## src/rtl/heartbeat_supervisor_macros.svh

```systemverilog
// assertion macros for the heartbeat supervisor
// used by the top level; expects clk and rst in scope
`ifndef HEARTBEAT_SUPERVISOR_MACROS_SVH
`define HEARTBEAT_SUPERVISOR_MACROS_SVH

// same-cycle implication
`define HBS_ASSERT_NOW(label, ante, cons, msg) \
  label: assert property (@(posedge clk) disable iff (rst) (ante) |-> (cons)) \
    else $error(msg);

// next-cycle implication
`define HBS_ASSERT_NEXT(label, ante, cons, msg) \
  label: assert property (@(posedge clk) disable iff (rst) (ante) |=> (cons)) \
    else $error(msg);

`endif

```

## src/rtl/hbs_pkg.sv

```systemverilog
// types and constants of the heartbeat supervisor
// shared by hbs_eval and heartbeat_supervisor; no dependencies
package hbs_pkg;

  localparam logic [2:0] ST_READY   = 3'd0;
  localparam logic [2:0] ST_MISSING = 3'd1;
  localparam logic [2:0] ST_LATENCY = 3'd2;
  localparam logic [2:0] ST_FAILURE = 3'd3;
  localparam logic [2:0] ST_BOARD   = 3'd4;

  localparam logic [1:0] KIND_OTHER = 2'd0;
  localparam logic [1:0] KIND_ALIVE = 2'd1;
  localparam logic [1:0] KIND_RESET = 2'd2;

  localparam logic [7:0] CFG_BOOT_GRACE   = 8'd0;
  localparam logic [7:0] CFG_ALIVE_PERIOD = 8'd1;
  localparam logic [7:0] CFG_TOLERANCE    = 8'd2;
  localparam logic [7:0] CFG_WINDOW_SIZE  = 8'd3;

  localparam logic [31:0] BOOT_GRACE_RST   = 32'd5000;
  localparam logic [15:0] ALIVE_PERIOD_RST = 16'd100;
  localparam logic [15:0] TOLERANCE_RST    = 16'd20;
  localparam logic [7:0]  WINDOW_SIZE_RST  = 8'd4;

  // missing limit is four alive intervals
  localparam int MISSING_SHIFT = 2;

  typedef struct packed {
    logic [31:0] now_ms;
    logic [1:0]  frame_kind;
    logic        supervisor_failed;
    logic [7:0]  board1_error;
    logic [7:0]  board2_error;
  } evt_t;

  typedef struct packed {
    logic [2:0] status_out;
    logic       shutdown_now;
  } res_t;

  typedef struct packed {
    logic [31:0] boot_grace_ms;
    logic [15:0] alive_period_ms;
    logic [15:0] slack_ms;
    logic [7:0]  window_size;
  } cfg_t;

  typedef struct packed {
    logic [2:0]  status_code;
    logic [31:0] last_alive_time;
    logic [7:0]  valid_window;
  } state_t;

endpackage

```

## src/rtl/hbs_eval.sv

```systemverilog
// single-item evaluation of the heartbeat checks
// depends on hbs_pkg
module hbs_eval (
  input  hbs_pkg::cfg_t   cfg,
  input  hbs_pkg::state_t cur,
  input  hbs_pkg::evt_t   item,
  output hbs_pkg::state_t nxt,
  output hbs_pkg::res_t   res
);
  import hbs_pkg::*;

  logic        alive;
  logic [31:0] elapsed;
  logic [16:0] interval;
  logic [18:0] missing_limit;
  logic        booted;
  logic        missing;
  logic        on_time;
  logic [8:0]  win_inc;
  logic [7:0]  win_next;
  logic        shut;

  assign alive         = (item.frame_kind == KIND_ALIVE);
  assign elapsed       = item.now_ms - cur.last_alive_time;
  assign interval      = {1'b0, cfg.alive_period_ms} + {1'b0, cfg.slack_ms};
  assign missing_limit = {2'b00, interval} << MISSING_SHIFT;
  assign booted        = item.now_ms > cfg.boot_grace_ms;
  assign missing       = booted && (elapsed > {13'd0, missing_limit});
  assign on_time       = elapsed < {15'd0, interval};
  assign win_inc       = {1'b0, cur.valid_window} + 9'd1;

  always_comb begin
    if (on_time) begin
      win_next = (win_inc < {1'b0, cfg.window_size}) ? win_inc[7:0] : cfg.window_size;
    end else begin
      win_next = (cur.valid_window != 8'd0) ? cur.valid_window - 8'd1 : 8'd0;
    end
  end

  always_comb begin
    nxt  = cur;
    shut = 1'b0;
    if (alive) begin
      nxt.last_alive_time = item.now_ms;
    end
    if (cur.status_code == ST_READY) begin
      if (missing) begin
        nxt.status_code = ST_MISSING;
        shut = 1'b1;
      end else if (alive) begin
        nxt.valid_window = win_next;
        if (win_next == 8'd0) begin
          nxt.status_code = ST_LATENCY;
          shut = 1'b1;
        end else if (item.supervisor_failed) begin
          nxt.status_code = ST_FAILURE;
          shut = 1'b1;
        end
      end
      if ((item.board1_error != 8'd0) || (item.board2_error != 8'd0)) begin
        nxt.status_code = ST_BOARD;
        shut = 1'b1;
      end
    end else if (item.frame_kind == KIND_RESET) begin
      nxt.status_code = ST_READY;
    end
    res.status_out   = nxt.status_code;
    res.shutdown_now = shut;
  end

endmodule

```

## src/rtl/heartbeat_supervisor.sv

```systemverilog
// heartbeat supervisor top level: input register, evaluation, result register
// depends on hbs_pkg, hbs_eval and heartbeat_supervisor_macros.svh
//
// channel | signals                          | direction
// evt     | evt_valid, evt_stall, evt_word   | in, stall out
// res     | res_valid, res_stall, res_word   | out, stall in
// cfg     | cfg_valid, cfg_ready, cfg_index, | in, ready out
//         | cfg_data                         |
//
// one word per cycle unless res_stall; res_valid follows evt accept via the
// input and result registers; rate is set by the single register update of
// status and alive state; synchronous rst clears status, alive time, window
// and restores config; evt_stall rises only when both registers are full
// and res_stall is high; cfg is always ready, unknown indexes are dropped
`include "heartbeat_supervisor_macros.svh"

module heartbeat_supervisor (
  input  logic            clk,
  input  logic            rst,
  input  logic            evt_valid,
  output logic            evt_stall,
  input  hbs_pkg::evt_t   evt_word,
  output logic            res_valid,
  input  logic            res_stall,
  output hbs_pkg::res_t   res_word,
  input  logic            cfg_valid,
  output logic            cfg_ready,
  input  logic [7:0]      cfg_index,
  input  logic [31:0]     cfg_data
);
  import hbs_pkg::*;

  cfg_t   cfg;
  state_t state;
  state_t state_next;
  res_t   res_calc;
  logic   s1_valid;
  evt_t   s1_word;
  logic   adv;
  logic   eval_go;
  logic   reset_go;
  logic   out_shut;
  logic   out_ready;
  logic   is_down;

  assign adv       = !res_valid || !res_stall;
  assign evt_stall = s1_valid && !adv;
  assign cfg_ready = 1'b1;

  hbs_eval u_eval (
    .cfg  (cfg),
    .cur  (state),
    .item (s1_word),
    .nxt  (state_next),
    .res  (res_calc)
  );

  always_ff @(posedge clk) begin
    if (rst) begin
      cfg.boot_grace_ms   <= BOOT_GRACE_RST;
      cfg.alive_period_ms <= ALIVE_PERIOD_RST;
      cfg.slack_ms        <= TOLERANCE_RST;
      cfg.window_size     <= WINDOW_SIZE_RST;
    end else if (cfg_valid && cfg_ready) begin
      case (cfg_index)
        CFG_BOOT_GRACE:   cfg.boot_grace_ms   <= cfg_data;
        CFG_ALIVE_PERIOD: cfg.alive_period_ms <= cfg_data[15:0];
        CFG_TOLERANCE:    cfg.slack_ms        <= cfg_data[15:0];
        CFG_WINDOW_SIZE:  cfg.window_size     <= cfg_data[7:0];
        default: ;
      endcase
    end
  end

  always_ff @(posedge clk) begin
    if (rst) begin
      s1_valid <= 1'b0;
    end else if (!evt_stall) begin
      s1_valid <= evt_valid;
    end
    if (evt_valid && !evt_stall) begin
      s1_word <= evt_word;
    end
  end

  always_ff @(posedge clk) begin
    if (rst) begin
      res_valid <= 1'b0;
      state     <= '0;
    end else if (adv) begin
      res_valid <= s1_valid;
      if (s1_valid) begin
        state <= state_next;
      end
    end
    if (adv && s1_valid) begin
      res_word <= res_calc;
    end
  end

  assign eval_go   = adv && s1_valid;
  assign reset_go  = eval_go && (s1_word.frame_kind == KIND_RESET);
  assign out_shut  = res_valid && res_word.shutdown_now;
  assign out_ready = (res_word.status_out == ST_READY);
  assign is_down   = (state.status_code != ST_READY);

  // a shutdown always leaves a non-ready status
  `HBS_ASSERT_NOW(a_shut_status, out_shut, !out_ready, "shutdown with ready status")

  // a shut-down block stays down unless a reset command is processed
  `HBS_ASSERT_NEXT(a_latched_down, is_down && !reset_go, is_down, "left shutdown without reset")

  // an evaluated word always shows up as a result
  `HBS_ASSERT_NEXT(a_res_loaded, eval_go, res_valid, "evaluated word lost")

endmodule
```

## config.mk

```make
export PLATFORM = sky130hd
export DESIGN_NAME = heartbeat_supervisor
export DESIGN_NICKNAME = d
export VERILOG_FILES = /design/src/rtl/hbs_pkg.sv /design/src/rtl/hbs_eval.sv /design/src/rtl/heartbeat_supervisor.sv
export VERILOG_INCLUDE_DIRS = /design/src /design/src/rtl
export SDC_FILE = /design/constraint.sdc
export NUM_CORES = 1
export LEC_CHECK = 0
export BUFFER_PORTS_ARGS = -buffer_cell sky130_fd_sc_hd__buf_2
export CELL_PAD_IN_SITES_DETAIL_PLACEMENT = 2
export CELL_PAD_IN_SITES_GLOBAL_PLACEMENT = 2
export CORE_MARGIN = 1.5
export CORE_UTILIZATION = 37
export CTS_CLUSTER_DIAMETER = 100
export DETAILED_ROUTE_END_ITERATION = 16
export PLACE_DENSITY = 0.86
export SYNTH_ARGS = -nofsm -noshare
export SYNTH_HDL_FRONTEND = slang
export SYNTH_SLANG_ARGS = --single-unit
```

## constraint.sdc

```tcl
create_clock -name clk -period 5.9 [get_ports clk]
set_clock_uncertainty 0.1 [all_clocks]
set_input_delay 0.295 -clock clk [delete_from_list [all_inputs] [get_ports clk]]
set_output_delay 0.295 -clock clk [all_outputs]
set_load 0.1 [all_outputs]
```

; ---- After elaboration in Yosys (flattened, before gate mapping)
; Cells that the tools add are included.
[totals]
regBits = 172
inputBits = 96
out_inout_bits = 7
elab_cells = 68
[op_classes]
addsub = 4
magnitude_cmp = 4
eq_ne = 5
muxes = 15
bitwise = 1
reduce_logical = 23
[op_table]
columns = op, n
row1 = $gt A32 B19 Y1, 1
row2 = $gt A32 B32 Y1, 1
row3 = $lt A32 B17 Y1, 1
row4 = $sub A32 B32 Y32, 1
row5 = $mux W8, 3
row6 = $reduce_bool A8 Y1, 3
row7 = $mux W3, 7
row8 = $add A16 B16 Y17, 1
row9 = $eq A8 B2 Y1 const B, 2
row10 = $logic_not A8 Y1, 2
row11 = $reduce_and A2 Y1, 5
row12 = $add A8 B1 Y9 const B, 1
row13 = $lt A9 B8 Y1, 1
row14 = $eq A8 B1 Y1 const B, 1
row15 = $sub A8 B1 Y8 const B, 1
row16 = $mux W1, 5
row17 = $reduce_and A5 Y1, 1
row18 = $logic_and A1 B1 Y1, 4
row19 = $logic_not A1 Y1, 4
row20 = $logic_not A3 Y1, 1
row21 = $reduce_and A3 Y1, 1
row22 = $eq A2 B1 Y1 const B, 1
row23 = $eq A2 B2 Y1 const B, 1
row24 = $logic_or A1 B1 Y1, 2
row25 = $not A1 Y1, 1

; ---- Longest topological paths before layout
[logic_depth]
ltp_word = 10
ltp_mapped = 26
ltp_nobuf = 25

; ---- Hierarchy
; From an unflattened synthesis, not the netlist that was laid out.
[hier_totals]
hier_cells = 1346
area_unflattened_um2 = 11708.7
[by_module_without_submodules]
columns = mod, instances, cells_each, area_each_um2, seq_area_each_um2
row1 = heartbeat_supervisor, 1, 536, 6237.2, 3993.8
row2 = hbs_eval, 1, 810, 5471.5, 0.0

; ---- Worst setup path before layout
; Ideal clock, no wire load.
[synth_timing]
path_type = register to register
start = reg, netlist name cfg[9]
end = reg res_word[1] (netlist bit), data pin
setup_ps = 256
t_arrival_ps = 4133
required_time_ps = 5544
slack_ps = 1410
stages_incl_launch_ff = 23
period_less_slack_ps = 4490
path_cell_list = dfxtp_1 > ha_1 > a21oi_1 > o2111ai_1 > a31o_2 > a21o_1 > a211o_1 > a31oi_1 > inv_1 > a31o_2 > a21oi_1 > xor2_1 > ha_1 > nor2b_1 > o21ai_0 > nand2_1 > a211oi_2 > a21boi_0 > nand4_1 > buf_4 > nand2_1 > o311ai_1 > a22o_1
[synth_lines]
columns = element, line
row1 = end signal: assignment, heartbeat_supervisor.sv:97  ; res_word <= res_calc;
row2 = end: declaration, heartbeat_supervisor.sv:25  ; output hbs_pkg::res_t res_word,

; ---- Worst setup path in the final report
[layout_timing]
start = reg s1_word[19] (netlist bit)
end = reg state[0] (netlist bit)
[layout_via]
elab_chain_len = 5
[layout_rtl]
columns = element, line
row1 = start: declaration, heartbeat_supervisor.sv:38  ; evt_t s1_word;
row2 = start signal: assignment, heartbeat_supervisor.sv:82  ; s1_word <= evt_word;
row3 = $sub A32 B32 Y32, hbs_eval.sv:24  ; assign elapsed = item.now_ms - cur.last_alive_time;
row4 = $gt A32 B19 Y1, hbs_eval.sv:28  ; assign missing = booted && (elapsed > {13'd0, missing_limit});
row5 = $logic_and A1 B1 Y1, hbs_eval.sv:28
row6 = $not A1 Y1 (no source line), -
row7 = $reduce_and A5 Y1 (no source line), -
row8 = end signal: assignment, heartbeat_supervisor.sv:93  ; state <= state_next;
row9 = end: declaration, heartbeat_supervisor.sv:34  ; state_t state;
; Parallel ways exist; a longest one is shown, timed or not.
; A chain may end at the register's enable or synchronous reset.

==> results by group <==
Route
  – DR vias: 12,390
  – Final WL: about 65,000 um
  – Pre-antenna DRT Iters: 6
  – DRT antenna net count: 0
  – # DRC: 0
  – Drt wl/cell: 35.80 um
  – Via density: 6.790
  – Initial DRC Count: 1,314

Worst setup path
  – Levels on crit path: 18
  – Highest-delay cell along the critical path: or4b_1
  – Critical R2R Capture: state[0]$_SDFFE_PP0P_
  – Cells on worst reg2reg path: 18
  – WP buf/inv: 1
  – Crit path to: state[0]$_SDFFE_PP0P_
  – Crit. End Element: flop
  – Cell Chain, Critical Path: inv_1, ha_1, fa_1, nor2b_1, o211ai_1, nand2b_1, a21oi_1, xnor2_1, ha_1, o2111ai_1, a21oi_1, a2111oi_0, o21bai_1, maj3_1, and2_0, or4b_1, a31o_1, a221oi_2
  – Top delay family on crit path: compound AO/OA/AOI/OAI gates
  – Critical Path AT: between 6000 and 7000 ps
  – Max FO, Critical Path: 4
  – Register-to-register setup slack: -400 ps
  – Setup crit start kind: flop
  – Worst EP required: 6170 ps
  – Max incr delay on CP: between 500 and 600 ps
  – Setup crit start: s1_word[19]$_DFFE_PP_
  – R2R Path Start: s1_word[19]$_DFFE_PP_
  – Crit Path Class: flop to flop

Power and ir drop
  – Reg power frac: between 40 and 50%
  – Pwr per Cell Area: 240.3 nW/um^2
  – Sw Share: between 30% and 40%
  – Total power: 3.138 mW
  – P_sw: approximately 1.1 mW
  – Internal: about 2.0 mW
  – Clock share of power: approximately two fifths
  – Worst IR Drop VDD: 0.2053 mV
  – Cell leakage power: about 5.3 nW
  – Logic pwr share: around a fifth

Yosys
  – Top cell type's share of synthesized area: around a fifth
  – Syn_nets: around 1,500
  – Avg Cell Area, Syn: between 8 and 9 um^2
  – Async S/R FF share, synth: 0%
  – Post-synthesis instance total: ~1,300
  – EDFF count, synth: 55
  – Dominant cells by area after synthesis: dfxtp_1, edfxtp_1, ha_1
  – Mapped cell area: about 11,000 um^2
  – Synth warn: 0
  – Post-synth cell types: between 80 and 90
  – Main synth FF type: dfxtp_1
  – Top cell type by total area after synthesis: dfxtp_1
  – Sequential fraction of the synthesis area: between 30% and 40%
  – Post-synthesis register bit count: 172

Timing
  – Final setup margin: -400.9 ps
  – Rel. slew slack: 22.90%
  – Min Tclk post-route: ~6300 ps
  – Worst Hold Slack: around 27 ps
  – Max Clk Rate: between 0.15 and 0.2 GHz
  – Hold Fails Final Rpt: 0
  – Share of the clock period used by the worst path: 106.8%
  – Worst slew pin tran: between 1000 and 1500 ps
  – Fin. max-slew vios: 0
  – Fin Setup TNS: -2150 ps
  – Final setup vio count: 12

GRT
  – GRT Util Overall: 38.01%
  – Antenna violations before repair: 3
  – Vias in the first global route: between 10,000 and 15,000
  – Overflow after GRT: 0
  – Largest net degree at the start of global routing: 70
  – First-pass GRT wire length: roughly 86,000 um

Placed design
  – IO buf count: just over 100
  – Area after DPL: around 12,000 um^2
  – Final HPWL DP: around 30,000 um
  – DP Worst Slack: between 600 and 700 ps
  – Post-Place Cells: roughly 1,700
  – Routability cong.: slightly below 0.9

Clock network
  – Clock Root Buffer: clkbuf_16
  – Reg clk slew, reported paths: approximately 80 ps
  – Sink Count: 172
  – Clock latency on the worst-skew pair: between 400 and 500 ps
  – CTS buffer count: 17
  – Clk buf depth: 2
  – TritonCTS clock tree: yes
  – H-tree levels: 4

Finish
  – Multi-input gate area: between 6000 and 7000 um^2
  – Seq. cell area: about 4000 um^2
  – Fill cell count: between 3,000 and 4,000
  – Final #Nets: about 1,600
  – Layout cells sized above 1: 12.53%
  – Layout area overhead: 18.97%
  – Finished Cell Area: roughly 13,000 um^2
  – Core Util, Final: about 45%
  – Final non-filler cell total: ~1,800

Status
  – Status: finished with violations
  – Failing checks: negative setup slack

Hold path
  – Hold Path Class: primary input to flop

Floorplanning
  – Die Ht: ~180 um
  – Placement Rows: 62
  – Ports: slightly above 100
  – Die W: approximately 180 um
  – Initial Utilization: around 38%
  – Die ar.: slightly above 30,000 um^2
  – Core area: ~29,000 um^2

Job
  – Max Cap Viol: 0
## state kept, by name (all words and copies together) (netlist names)
signal	flops
s1_word	51
state	43
s1_valid	1
cfg	72
res_word	4
res_valid	1
## power by group through the flow
stage | Clock, mW | Combinational [mW] | Sequential, mW
floorplan | 0 | 0.296 | 1.30
global placement | 0 | 0.432 | 1.30
detailed placement | 0 | 0.460 | 1.31
CTS | 1.16 | 0.517 | 1.28
global route | 1.26 | 0.624 | 1.29
finish | 1.24 | 0.608 | 1.29
## worst reg2reg max path, cell delays in order (launching register included)
cell and delay [ps]:
edfxtp_1 470, inv_1 170, ha_1 220, fa_1 300, nor2b_1 120, o211ai_1 580
nand2b_1 180, a21oi_1 420, xnor2_1 280, ha_1 330, o2111ai_1 180, a21oi_1 180
a2111oi_0 530, o21bai_1 180, maj3_1 440, and2_0 320, or4b_1 590, a31o_1 260
a221oi_2 360
## cell type report
type / instances / area share (%)
Antenna cell: 4 / 0.07666
Clock buffer: 18 / 3.363
Clock inverter: 14 / 1.092
Inverter: 94 / 2.702
Multi-Input combinational cell: 965 / 49.20
Sequential cell: 172 / 30.59
Tap cell: 384 / 3.680
Timing Repair Buffer: 174 / 9.295
## metal layers
metal | wire length [um] | track usage, %
met5 | 27 | 0
met4 | 6524 | 27.07
met3 | 6241 | 7.789
met2 | 30590 | 66.57
met1 | 21950 | 40.81
## cell families (layout without fill, tap and decap cells)
kind of cell               Yosys count  after routing  share of synthesized area, %
and+or+nand+nor                    443            443                         18.79
AOI/OAI and AO/OA                  323            323                         18.73
DFF                                172            172                         36.39
buffers and inverters              149            300                         5.552
adders and majority gates          123            123                         14.14
xor gates and xnor gates            43             43                         3.431
muxes                               32             32                         2.941
other                                1              5                       0.03417
## cell usage after synthesis, types with 7 or more instances
cell type,instances
dfxtp_1,117
nor2_1,73
clkbuf_1,41
nand4_1,22
o211ai_1,12
xor2_1,16
a211oi_1,10
ha_1,120
mux2i_1,30
nor2b_1,11
nand3_1,31
nand2_1,212
and3_1,13
nor4_1,9
nor3_1,18
edfxtp_1,55
xnor2_1,27
a21o_1,45
inv_1,94
a31oi_1,7
o21a_1,10
a21oi_1,151
nand2b_1,15
o21ai_0,26
## cell usage in the layout (no fill, tap or decap), drive strengths merged, types with 7 or more instances in the layout
cell and count:
nor2 73, o21a 10, and3 13, o211ai 13, nor4 10, buf 111, nor2b 11, xor2 16
edfxtp 55, a211oi 11, a21o 45, a31o 7, nand2b 15, dfxtp 117, nand4 23, nand3 31
a21oi 152, inv 103, and2 8, dlygate4sd3 63, a31oi 7, nor3 18, nand2 212, o21ai 30
mux2i 30, xnor2 27, ha 120, clkbuf 18
## worst min-delay path by stage
stage	endpoint	cells past startpoint	start	slack (ps)
CTS	cfg[59]$_SDFFE_PP0P_	3	cfg_data[19]	0.9
finish	cfg[33]$_SDFFE_PP0P_	3	cfg_data[9]	30
global placement	state[24]$_SDFFE_PP0P_	2	state[24]$_SDFFE_PP0P_	340
global route	cfg[57]$_SDFFE_PP0P_	3	cfg_data[17]	20
detailed placement	state[28]$_SDFFE_PP0P_	2	state[28]$_SDFFE_PP0P_	350
floorplan	s1_word[0]$_DFFE_PP_	0	evt_word[0]	290
## timing repair
item                                    CTS  global route
endpoints found under the hold margin    62             1
buffers inserted                          0             1
hold buffers                             62             1
endpoints found under the setup margin    0            13
resized for setup                         0            10
(Power assumes the default switching activity.)
